File: src/cfr_pkg.sv
package cfr_pkg;

    // Data widths
    localparam int SAMPLE_W   = 16;
    localparam int COEF_W     = 20;
    localparam int COEF_FRAC  = 16;
    localparam int PROD_W     = SAMPLE_W + COEF_W;
    localparam int ACC_W      = PROD_W + 2;
    localparam int RND_W      = ACC_W - COEF_FRAC;

    // Configuration register file
    localparam int NUM_COEF   = 6;
    localparam int CIDX_W     = 3;

    localparam logic [CIDX_W-1:0] REG_GAIN_ONE = 3'd0;
    localparam logic [CIDX_W-1:0] REG_FB1_ONE  = 3'd1;
    localparam logic [CIDX_W-1:0] REG_FB2_ONE  = 3'd2;
    localparam logic [CIDX_W-1:0] REG_GAIN_TWO = 3'd3;
    localparam logic [CIDX_W-1:0] REG_FB1_TWO  = 3'd4;
    localparam logic [CIDX_W-1:0] REG_FB2_TWO  = 3'd5;

    // Program counter
    localparam int STEP_W = 4;

    localparam logic [STEP_W-1:0] STEP_TEST  = 4'd0;
    localparam logic [STEP_W-1:0] STEP_CLEAR = 4'd1;
    localparam logic [STEP_W-1:0] STEP_G1    = 4'd2;
    localparam logic [STEP_W-1:0] STEP_A1    = 4'd3;
    localparam logic [STEP_W-1:0] STEP_B1    = 4'd4;
    localparam logic [STEP_W-1:0] STEP_C1    = 4'd5;
    localparam logic [STEP_W-1:0] STEP_S1    = 4'd6;
    localparam logic [STEP_W-1:0] STEP_G2    = 4'd7;
    localparam logic [STEP_W-1:0] STEP_A2    = 4'd8;
    localparam logic [STEP_W-1:0] STEP_B2    = 4'd9;
    localparam logic [STEP_W-1:0] STEP_C2    = 4'd10;
    localparam logic [STEP_W-1:0] STEP_S2    = 4'd11;

    // Multiplier operand select
    typedef enum logic [2:0] {
        OPA_IN,
        OPA_MID,
        OPA_P1_ONE,
        OPA_P2_ONE,
        OPA_P1_TWO,
        OPA_P2_TWO
    } opa_t;

    // Accumulator operation on the registered product
    typedef enum logic [1:0] {
        ACC_HOLD,
        ACC_LOAD,
        ACC_SUB
    } acc_op_t;

    // Round, saturate and write back
    typedef enum logic [1:0] {
        ST_NONE,
        ST_ONE,
        ST_TWO
    } store_t;

    typedef struct packed {
        logic                jmp_noseg;
        logic [STEP_W-1:0]   jmp_target;
        logic                clr_hist;
        opa_t                opa;
        logic [CIDX_W-1:0]   coef;
        acc_op_t             acc_op;
        store_t              store;
        logic                last;
    } ctrl_word_t;

    // Microprogram: one control word per step
    function automatic ctrl_word_t ucode(input logic [STEP_W-1:0] step);
        ctrl_word_t w;
        w = '{jmp_noseg: 1'b0, jmp_target: STEP_TEST, clr_hist: 1'b0, opa: OPA_IN,
              coef: REG_GAIN_ONE, acc_op: ACC_HOLD, store: ST_NONE, last: 1'b0};
        case (step)
            STEP_TEST:
            begin
                w.jmp_noseg  = 1'b1;
                w.jmp_target = STEP_G1;
            end
            STEP_CLEAR: w.clr_hist = 1'b1;
            STEP_G1:
            begin
                w.opa  = OPA_IN;
                w.coef = REG_GAIN_ONE;
            end
            STEP_A1:
            begin
                w.acc_op = ACC_LOAD;
                w.opa    = OPA_P1_ONE;
                w.coef   = REG_FB1_ONE;
            end
            STEP_B1:
            begin
                w.acc_op = ACC_SUB;
                w.opa    = OPA_P2_ONE;
                w.coef   = REG_FB2_ONE;
            end
            STEP_C1: w.acc_op = ACC_SUB;
            STEP_S1: w.store  = ST_ONE;
            STEP_G2:
            begin
                w.opa  = OPA_MID;
                w.coef = REG_GAIN_TWO;
            end
            STEP_A2:
            begin
                w.acc_op = ACC_LOAD;
                w.opa    = OPA_P1_TWO;
                w.coef   = REG_FB1_TWO;
            end
            STEP_B2:
            begin
                w.acc_op = ACC_SUB;
                w.opa    = OPA_P2_TWO;
                w.coef   = REG_FB2_TWO;
            end
            STEP_C2: w.acc_op = ACC_SUB;
            STEP_S2:
            begin
                w.store = ST_TWO;
                w.last  = 1'b1;
            end
            default: w.last = 1'b1;
        endcase
        return w;
    endfunction

endpackage

File: src/cascaded_formant_resonator.sv
// Channel   Signals                              Direction  Transfer when
// input     sample_in, segment_start             in         in_valid && in_ready
// output    sample_out                           out        out_valid && out_ready
// config    cfg_index, cfg_data                  in         cfg_write
//
// Each sample runs an 11-step microprogram (12 steps when segment_start is high)
// on one shared 16x20 multiplier: six products, two round and saturate steps.
// A new sample is accepted only once the previous one has finished its program;
// the result becomes valid when the final store step completes.
// Reset clears coefficients, history and the handshake flags.
// The last step holds while the previous result has not been transferred.
module cascaded_formant_resonator
    import cfr_pkg::*;
(
    input  logic                       clk,
    input  logic                       rst_n,
    input  logic                       cfg_write,
    input  logic [CIDX_W-1:0]          cfg_index,
    input  logic [COEF_W-1:0]          cfg_data,
    input  logic                       in_valid,
    output logic                       in_ready,
    input  logic signed [SAMPLE_W-1:0] sample_in,
    input  logic                       segment_start,
    output logic                       out_valid,
    input  logic                       out_ready,
    output logic signed [SAMPLE_W-1:0] sample_out
);

    localparam logic signed [RND_W-1:0] SAT_HI =
        {{(RND_W-SAMPLE_W+1){1'b0}}, {(SAMPLE_W-1){1'b1}}};
    localparam logic signed [RND_W-1:0] SAT_LO =
        {{(RND_W-SAMPLE_W+1){1'b1}}, {(SAMPLE_W-1){1'b0}}};
    localparam logic signed [ACC_W-1:0] RND_HALF =
        ACC_W'(1) << (COEF_FRAC - 1);

    logic signed [COEF_W-1:0]   coef_reg [NUM_COEF];
    logic                       busy_reg;
    logic [STEP_W-1:0]          step_reg;
    logic [STEP_W-1:0]          step_next;
    logic signed [SAMPLE_W-1:0] x_reg;
    logic                       seg_reg;
    logic signed [SAMPLE_W-1:0] mid_reg;
    logic signed [SAMPLE_W-1:0] p1_one_reg, p2_one_reg, p1_two_reg, p2_two_reg;
    logic signed [PROD_W-1:0]   prod_reg;
    logic signed [ACC_W-1:0]    acc_reg;
    logic                       out_valid_reg;
    logic signed [SAMPLE_W-1:0] out_reg;

    ctrl_word_t                 cw;
    logic signed [SAMPLE_W-1:0] opa;
    logic signed [COEF_W-1:0]   opc;
    logic signed [ACC_W-1:0]    prod_ext;
    logic signed [ACC_W-1:0]    acc_rnd;
    logic signed [RND_W-1:0]    scaled;
    logic signed [SAMPLE_W-1:0] sat_val;
    logic                       stall;

    assign cw         = ucode(step_reg);
    assign in_ready   = !busy_reg;
    assign out_valid  = out_valid_reg;
    assign sample_out = out_reg;

    // Select multiplier operands
    always_comb
    begin
        case (cw.opa)
            OPA_IN:     opa = x_reg;
            OPA_MID:    opa = mid_reg;
            OPA_P1_ONE: opa = p1_one_reg;
            OPA_P2_ONE: opa = p2_one_reg;
            OPA_P1_TWO: opa = p1_two_reg;
            OPA_P2_TWO: opa = p2_two_reg;
            default:    opa = '0;
        endcase
        case (cw.coef)
            REG_GAIN_ONE: opc = coef_reg[0];
            REG_FB1_ONE:  opc = coef_reg[1];
            REG_FB2_ONE:  opc = coef_reg[2];
            REG_GAIN_TWO: opc = coef_reg[3];
            REG_FB1_TWO:  opc = coef_reg[4];
            REG_FB2_TWO:  opc = coef_reg[5];
            default:      opc = '0;
        endcase
    end

    // Round half up, drop fraction bits, saturate to sample range
    always_comb
    begin
        prod_ext = {{(ACC_W-PROD_W){prod_reg[PROD_W-1]}}, prod_reg};
        acc_rnd  = acc_reg + RND_HALF;
        scaled   = acc_rnd[ACC_W-1:COEF_FRAC];
        if (scaled > SAT_HI)
            sat_val = SAT_HI[SAMPLE_W-1:0];
        else if (scaled < SAT_LO)
            sat_val = SAT_LO[SAMPLE_W-1:0];
        else
            sat_val = scaled[SAMPLE_W-1:0];
    end

    // Sequence the program: hold the final step until the output slot is free
    always_comb
    begin
        stall = (cw.store == ST_TWO) && out_valid_reg && !out_ready;
        if (stall)
            step_next = step_reg;
        else if (cw.jmp_noseg && !seg_reg)
            step_next = cw.jmp_target;
        else
            step_next = step_reg + STEP_W'(1);
    end

    // Write configuration registers; ignore indexes past the list
    always_ff @(posedge clk or negedge rst_n)
    begin
        if (!rst_n)
        begin
            for (int i = 0; i < NUM_COEF; i++)
                coef_reg[i] <= '0;
        end
        else if (cfg_write)
        begin
            case (cfg_index)
                REG_GAIN_ONE: coef_reg[0] <= cfg_data;
                REG_FB1_ONE:  coef_reg[1] <= cfg_data;
                REG_FB2_ONE:  coef_reg[2] <= cfg_data;
                REG_GAIN_TWO: coef_reg[3] <= cfg_data;
                REG_FB1_TWO:  coef_reg[4] <= cfg_data;
                REG_FB2_TWO:  coef_reg[5] <= cfg_data;
                default:      ;
            endcase
        end
    end

    // Control: accept, step, deliver
    always_ff @(posedge clk or negedge rst_n)
    begin
        if (!rst_n)
        begin
            busy_reg      <= 1'b0;
            step_reg      <= STEP_TEST;
            out_valid_reg <= 1'b0;
        end
        else
        begin
            if (busy_reg && !stall && (cw.store == ST_TWO))
                out_valid_reg <= 1'b1;
            else if (out_valid_reg && out_ready)
                out_valid_reg <= 1'b0;
            if (!busy_reg)
            begin
                if (in_valid)
                begin
                    busy_reg <= 1'b1;
                    step_reg <= STEP_TEST;
                end
            end
            else if (!stall)
            begin
                step_reg <= step_next;
                if (cw.last)
                    busy_reg <= 1'b0;
            end
        end
    end

    // History: clear on segment start, shift on each section store
    always_ff @(posedge clk or negedge rst_n)
    begin
        if (!rst_n)
        begin
            p1_one_reg <= '0;
            p2_one_reg <= '0;
            p1_two_reg <= '0;
            p2_two_reg <= '0;
        end
        else if (busy_reg && !stall)
        begin
            if (cw.clr_hist)
            begin
                p1_one_reg <= '0;
                p2_one_reg <= '0;
                p1_two_reg <= '0;
                p2_two_reg <= '0;
            end
            else if (cw.store == ST_ONE)
            begin
                p2_one_reg <= p1_one_reg;
                p1_one_reg <= sat_val;
            end
            else if (cw.store == ST_TWO)
            begin
                p2_two_reg <= p1_two_reg;
                p1_two_reg <= sat_val;
            end
        end
    end

    // Datapath: capture input, multiply, accumulate, hold results
    always_ff @(posedge clk)
    begin
        if (!busy_reg && in_valid)
        begin
            x_reg   <= sample_in;
            seg_reg <= segment_start;
        end
        prod_reg <= PROD_W'(opa) * PROD_W'(opc);
        if (busy_reg && !stall)
        begin
            case (cw.acc_op)
                ACC_LOAD: acc_reg <= prod_ext;
                ACC_SUB:  acc_reg <= acc_reg - prod_ext;
                default:  acc_reg <= acc_reg;
            endcase
            if (cw.store == ST_ONE)
                mid_reg <= sat_val;
            if (cw.store == ST_TWO)
                out_reg <= sat_val;
        end
    end

endmodule

File: config.mk
export PLATFORM = sky130hd
export DESIGN_NAME = cascaded_formant_resonator
export DESIGN_NICKNAME = d
export VERILOG_FILES = /design/src/cfr_pkg.sv /design/src/cascaded_formant_resonator.sv
export SDC_FILE = /design/constraint.sdc
export NUM_CORES = 1
export LEC_CHECK = 0
export BUFFER_PORTS_ARGS = -buffer_cell sky130_fd_sc_hd__buf_2
export CAP_MARGIN = 5
export CORE_ASPECT_RATIO = 1.75
export CORE_MARGIN = 1.5
export CORE_UTILIZATION = 50
export CTS_CLUSTER_SIZE = 16
export DETAILED_ROUTE_END_ITERATION = 8
export MAX_ROUTING_LAYER = met4
export PLACE_DENSITY_LB_ADDON = 0.08
export SYNTH_ARGS = -nofsm -noshare
export SYNTH_HDL_FRONTEND = slang
export SYNTH_SLANG_ARGS = --single-unit
export TNS_END_PERCENT = 1
File: constraint.sdc
create_clock -name clk -period 10.1 [get_ports clk]
set_input_delay 2.02 -clock clk [delete_from_list [all_inputs] [get_ports clk]]
set_output_delay 2.02 -clock clk [all_outputs]
set_load 0.1 [all_outputs]
After elaboration in Yosys (flattened, before gate mapping)
Index checks and enable logic that the tools add are counted.
W data, S select, Z words.
{"block": "word_totals", "inputBits": 45, "wordCells": 122, "n_memories": 0, "mem_bits_rw": 0, "reg_bits": 313, "mem_bits_ro": 0, "latchBits": 0}
{"block": "classes", "magnitude_cmp": 2, "mul": 1, "shift": 0, "eq_ne": 32, "n_div": 0, "reduce_logical": 35, "addsub": 3, "bitwise": 0, "n_mux": 30}
{"operator": "$mux W16", "count": 12}
{"operator": "$pmux W20 S6", "count": 1}
{"operator": "$pmux W16 S6", "count": 1}
{"operator": "$pmux W38 S2", "count": 1}
{"operator": "$add A38 B17 Y38 const B", "count": 1}
{"operator": "$sub A38 B36 Y38", "count": 1}
{"operator": "$mul A16 B20 Y36", "count": 1}
{"operator": "$pmux W6 S5", "count": 1}
{"operator": "$gt A22 B16 Y1 const B", "count": 1}
{"operator": "$lt A22 B16 Y1 const B", "count": 1}
{"operator": "$reduce_and A2 Y1", "count": 11}
{"operator": "$eq A3 B2 Y1 const B", "count": 6}
{"operator": "$eq A3 B3 Y1 const B", "count": 6}
{"operator": "$eq A4 B3 Y1 const B", "count": 4}
{"operator": "$eq A4 B4 Y1 const B", "count": 4}
{"operator": "$mux W4", "count": 4}
{"operator": "$reduce_or A11 Y1", "count": 1}
{"operator": "$reduce_bool A2 Y1", "count": 5}
{"operator": "$eq A3 B1 Y1 const B", "count": 3}
{"operator": "$logic_not A3 Y1", "count": 3}
{"operator": "$eq A4 B2 Y1 const B", "count": 2}
{"operator": "$pmux W2 S2", "count": 2}
{"operator": "$logic_and A1 B1 Y1", "count": 7}
{"operator": "$mux W1", "count": 7}
{"operator": "other kinds (11)", "count": 17}

Logic depth before layout (Yosys ltp)
{"block": "logic_depth", "ltp_word": 9, "depth_mapped": 33}

Worst setup path after synthesis
Ideal clock, no wire load.
{"block": "synth_timing", "kind": "register to register", "startpoint": "reg step_reg[1]", "endpoint": "reg prod_reg[35]", "stages_incl_launch_ff": 30, "path_slack_ns": 1.982, "period_less_slack_ns": 8.118, "setup_ns": 0.072, "arrival_ns": 8.045, "path_cell_list": "dfrtp_1 > inv_1 > ha_1 > clkbuf_1 > buf_1 > mux2i_1 > nor2_1 > a221o_1 > a221oi_1 > clkbuf_1 > buf_2 > nor2_1 > fa_1 > fa_1 > fa_1 > fa_1 > fa_1 > inv_1 > fa_1 > inv_1 > ha_1 > a21o_1 > a2111oi_2 > a211o_1 > a21oi_1 > o2111ai_1 > nand3_1 > a31o_2 > a21oi_1 > xnor2_1"}
{"block": "synth_between", "elab_chain_len": 5}
{"item": "start, declared", "line_no": "cascaded_formant_resonator.sv:38", "source": "logic [STEP_W-1:0] step_reg;"}
{"item": "start signal, assigned", "line_no": "cascaded_formant_resonator.sv:159", "source": "step_reg <= step_next;"}
{"item": "$eq A4 B4 Y1, or another cell as far along", "line_no": "cfr_pkg.sv:78", "source": "case (step)"}
{"item": "$pmux W6 S5 (*)", "line_no": "cfr_pkg.sv:78"}
{"item": "$eq A3 B3 Y1, or another cell as far along", "line_no": "cascaded_formant_resonator.sv:66", "source": "case (cw.opa)"}
{"item": "$pmux W16 S6 or $pmux W20 S6 (tied branches)", "line_no": "cascaded_formant_resonator.sv:66, cascaded_formant_resonator.sv:75"}
{"item": "$mul A16 B20 Y36 (*)", "line_no": "cascaded_formant_resonator.sv:206", "source": "prod_reg <= PROD_W'(opa) * PROD_W'(opc);"}
{"item": "end signal, assigned", "line_no": "cascaded_formant_resonator.sv:206"}
{"item": "end, declared", "line_no": "cascaded_formant_resonator.sv:44", "source": "logic signed [PROD_W-1:0] prod_reg;"}
Mark *: on every way between the ends. The rest lies on a longest branch, timed or not.
A chain may end at the register's enable or synchronous reset.

Final worst setup path
{"block": "layout_timing", "startpoint": "reg step_reg[0]", "endpoint": "reg prod_reg[34]"}
The elaborated chain is that of the path after synthesis.

==> results.tsv <==
stage	metric	value	unit
outcome	status	complete, no violations	
synth	ys_top_cells_by_area	fa_1 (24%), dfrtp_1 (18%), edfxtp_1 (9.8%), inv_1 (6.3%), ha_1 (6.2%)	
synth	syn_inst	2637	
drt	antenna_left	0	
synth	yosysTopAreaCell	fa_1	
setup_path	critPathMaxFanout	35	
sta	fin_crit_sh	88.0	%
grt	grt_pass1_wl	118	mm
sta	rsz0062_at_grt	no	
cts	htree_levels	1	
setup_path	critical_path_required	10590	ps
synth	synth-edff-count	87	
sta	hold_violations	0	
sta	fin_setup_tns	0	ps
synth	synth_warnings	0	
cts	ctsResizeCount	0	
cts	postCtsSetupBuffers	0	
cts	hold_buffers	0	
flow_run	maxCapViolations	0	
drt	dr.pass1.iters	5	
cts	cts_tree	yes	
synth	avgSynthCellArea	10.1	µm²
setup_path	critPathLaunchType	flip-flop	
layout	largest_reg_flops	120	
floorplanning	io_pins	63	
drt	routedWlPerCell	21.4	µm
layout	final_cell_mix	inv_1 (446), fa_1 (320), nor2_1 (294), nand2_1 (228), dfrtp_1 (190)	
sta	tightest_slew	1250	ps
grt	antenna_found_initial	0	
cts	cts_root_buf	clkbuf_16	
synth	yosys_most_used_dff	dfrtp_1	
setup_path	path_class	flip-flop to flip-flop	
setup_path	endpoint_kind	flip-flop	
cts	cts.path.max_buffers	3	
layout	final_common_cell	inv_1	
synth	async_reset_ff_share	60.7	%
cts	clock_latency	610	ps
sta	setup_viol	0	
synth	syn_area	26700	µm²
synth	netlist.area_leader.share	24.0	%
floorplanning	coreArea	52600	µm²
floorplanning	row_count	111	
synth	ys_seq_area_share	30.3	%
cts	clk_pin_slew	70	ps
synth	synth_seq_cells	313	
placement	gp_congestion	0.905	
drt	via_count	19300	
floorplanning	dieHeight	309	µm
grt	overflow	0	
setup_path	cp.arrival	9380	ps
layout	multi_input_area	16700	µm²
cts	numCtsBuffers	31	
hold_path	worstHoldPathType	flip-flop to flip-flop	
drt	drc	0	
placement	dp_hpwl	56.4	mm
layout	drive_gt1_share	13.5	%
drt	wl	72.9	mm
sta	slew_headroom	17.0	%
floorplanning	die_x	178	µm
drt	drt_iter0_drc	1108	
grt	grt_max_degree	114	
sta	fin_crit	8890	ps
layout	areaGrowthSynthToFinish	9.34	%
cts	cts.sinks	313	
grt	track_usage	28.7	%
placement	port_buffers	62	
sta	slew_viol_final	0	
layout	nFillCells	4716	
drt	vias_per_cell	5.69	
layout	fin_nets	3195	
floorplanning	dieArea	54900	µm²
sta	fmax	113	MHz
floorplanning	start_util	50.7	%
synth	yosysUniqueCellTypes	75	
sta	fin_skew	17.4	ps
layout	seqCellArea	8090	µm²
grt	grt_pass1_vias	20800	
layout	diodes	0	
synth	postSynthNetCount	3135	
cells in the mapped netlist, types with 4 or more instances:
cell,count
o21a_1,13
nand2b_1,26
o21ai_0,85
dfxtp_1,36
a221oi_2,10
mux2i_1,50
a22o_1,17
a22oi_1,4
o22ai_1,4
nor2b_1,7
edfxtp_1,87
nor2_1,296
o31ai_1,8
buf_2,7
a21boi_0,4
a221o_1,57
nand2_1,228
fa_1,320
dfrtp_1,190
a21oi_1,63
o211ai_1,35
nand4_1,5
or2_2,21
buf_1,5
ha_1,133
a31o_2,4
xnor2_1,53
a211oi_1,14
nand3_1,30
nor3_1,16
clkbuf_1,84
inv_1,446
mux2_2,120
a221oi_1,28
and3_1,14
xor2_1,29
a21o_1,22
a211o_1,6
layout make-up:
type	instances	share of cell area (%)
timing repair buffer	125	2.80
tap	678	2.91
multi-input combinational	1780	57.2
clock buffer	45	3.19
inverter	446	5.73
clock inverter	12	0.488
sequential	313	27.7
per-stage QoR:
step / hold WS [ps] / util [%] / std cells / instance area, µm² / setup slack [ps]
finish: 482 / 55.5 / 3399 / 29200 / 1210
global route: 501 / 55.5 / 3399 / 29200 / 647
CTS: 486 / 55.5 / 3399 / 29200 / 1220
detailed placement: 470 / 53.4 / 3342 / 28100 / 1250
global placement: 461 / 53.4 / 3342 / 28100 / 1380
floorplan: 450 / - / 2637 / 26700 / 1980
layer usage:
metal  wire length, µm  global-route usage, %
met1             28300                   33.2
met3              2700                   2.59
met2             39400                   52.2
met4              2550                   9.22
met5                 0                      -
critical path: stages, from the launching register on:
cell and delay [ps]:
dfrtp_1 450, inv_1 110, ha_1 320, a21oi_1 120, o21a_2 510, buf_4 330, a221oi_2 950, nor2_1 180
fa_1 580, inv_1 60, fa_1 490, fa_1 510, inv_1 60, fa_1 490, fa_1 500, inv_1 50
fa_1 470, inv_1 40, ha_1 420, a21oi_1 110, o211ai_1 280, o221ai_1 170, a32oi_1 340, a21oi_1 210
o41ai_1 560, a21o_1 190, a21oi_1 80, xnor2_1 120
final timing paths:
path / from / end / slack [ps] / depth (start not counted)
worst max-delay path: step_reg[0] / prod_reg[34] / 1210 / 27
worst min-delay path: p2_two_reg[12] / p2_two_reg[12] / 480 / 2
worst max register to register: step_reg[0] / prod_reg[34] / 1210 / 27
worst min register to register: p2_two_reg[12] / p2_two_reg[12] / 480 / 2
max in group asynchronous: rst_n / p2_two_reg[5] / 6980 / 2
min in group asynchronous: rst_n / coef_reg[1] / 1510 / 1
logic make-up (layout without fill, tap and decap cells):
| logic type | after synthesis | after routing | share of synthesized area (%) |
|---|---|---|---|
| fa+ha+maj | 453 | 453 | 30.2 |
| compound gates | 404 | 404 | 11.2 |
| xor+xnor | 82 | 82 | 2.69 |
| buf+inv | 544 | 628 | 7.74 |
| simple gates | 671 | 671 | 10.9 |
| flops | 313 | 313 | 30.3 |
| mux | 170 | 170 | 6.93 |
Power is not shown: default switching activity piles up to over one toggle a cycle in this logic, so the estimate is an artifact.
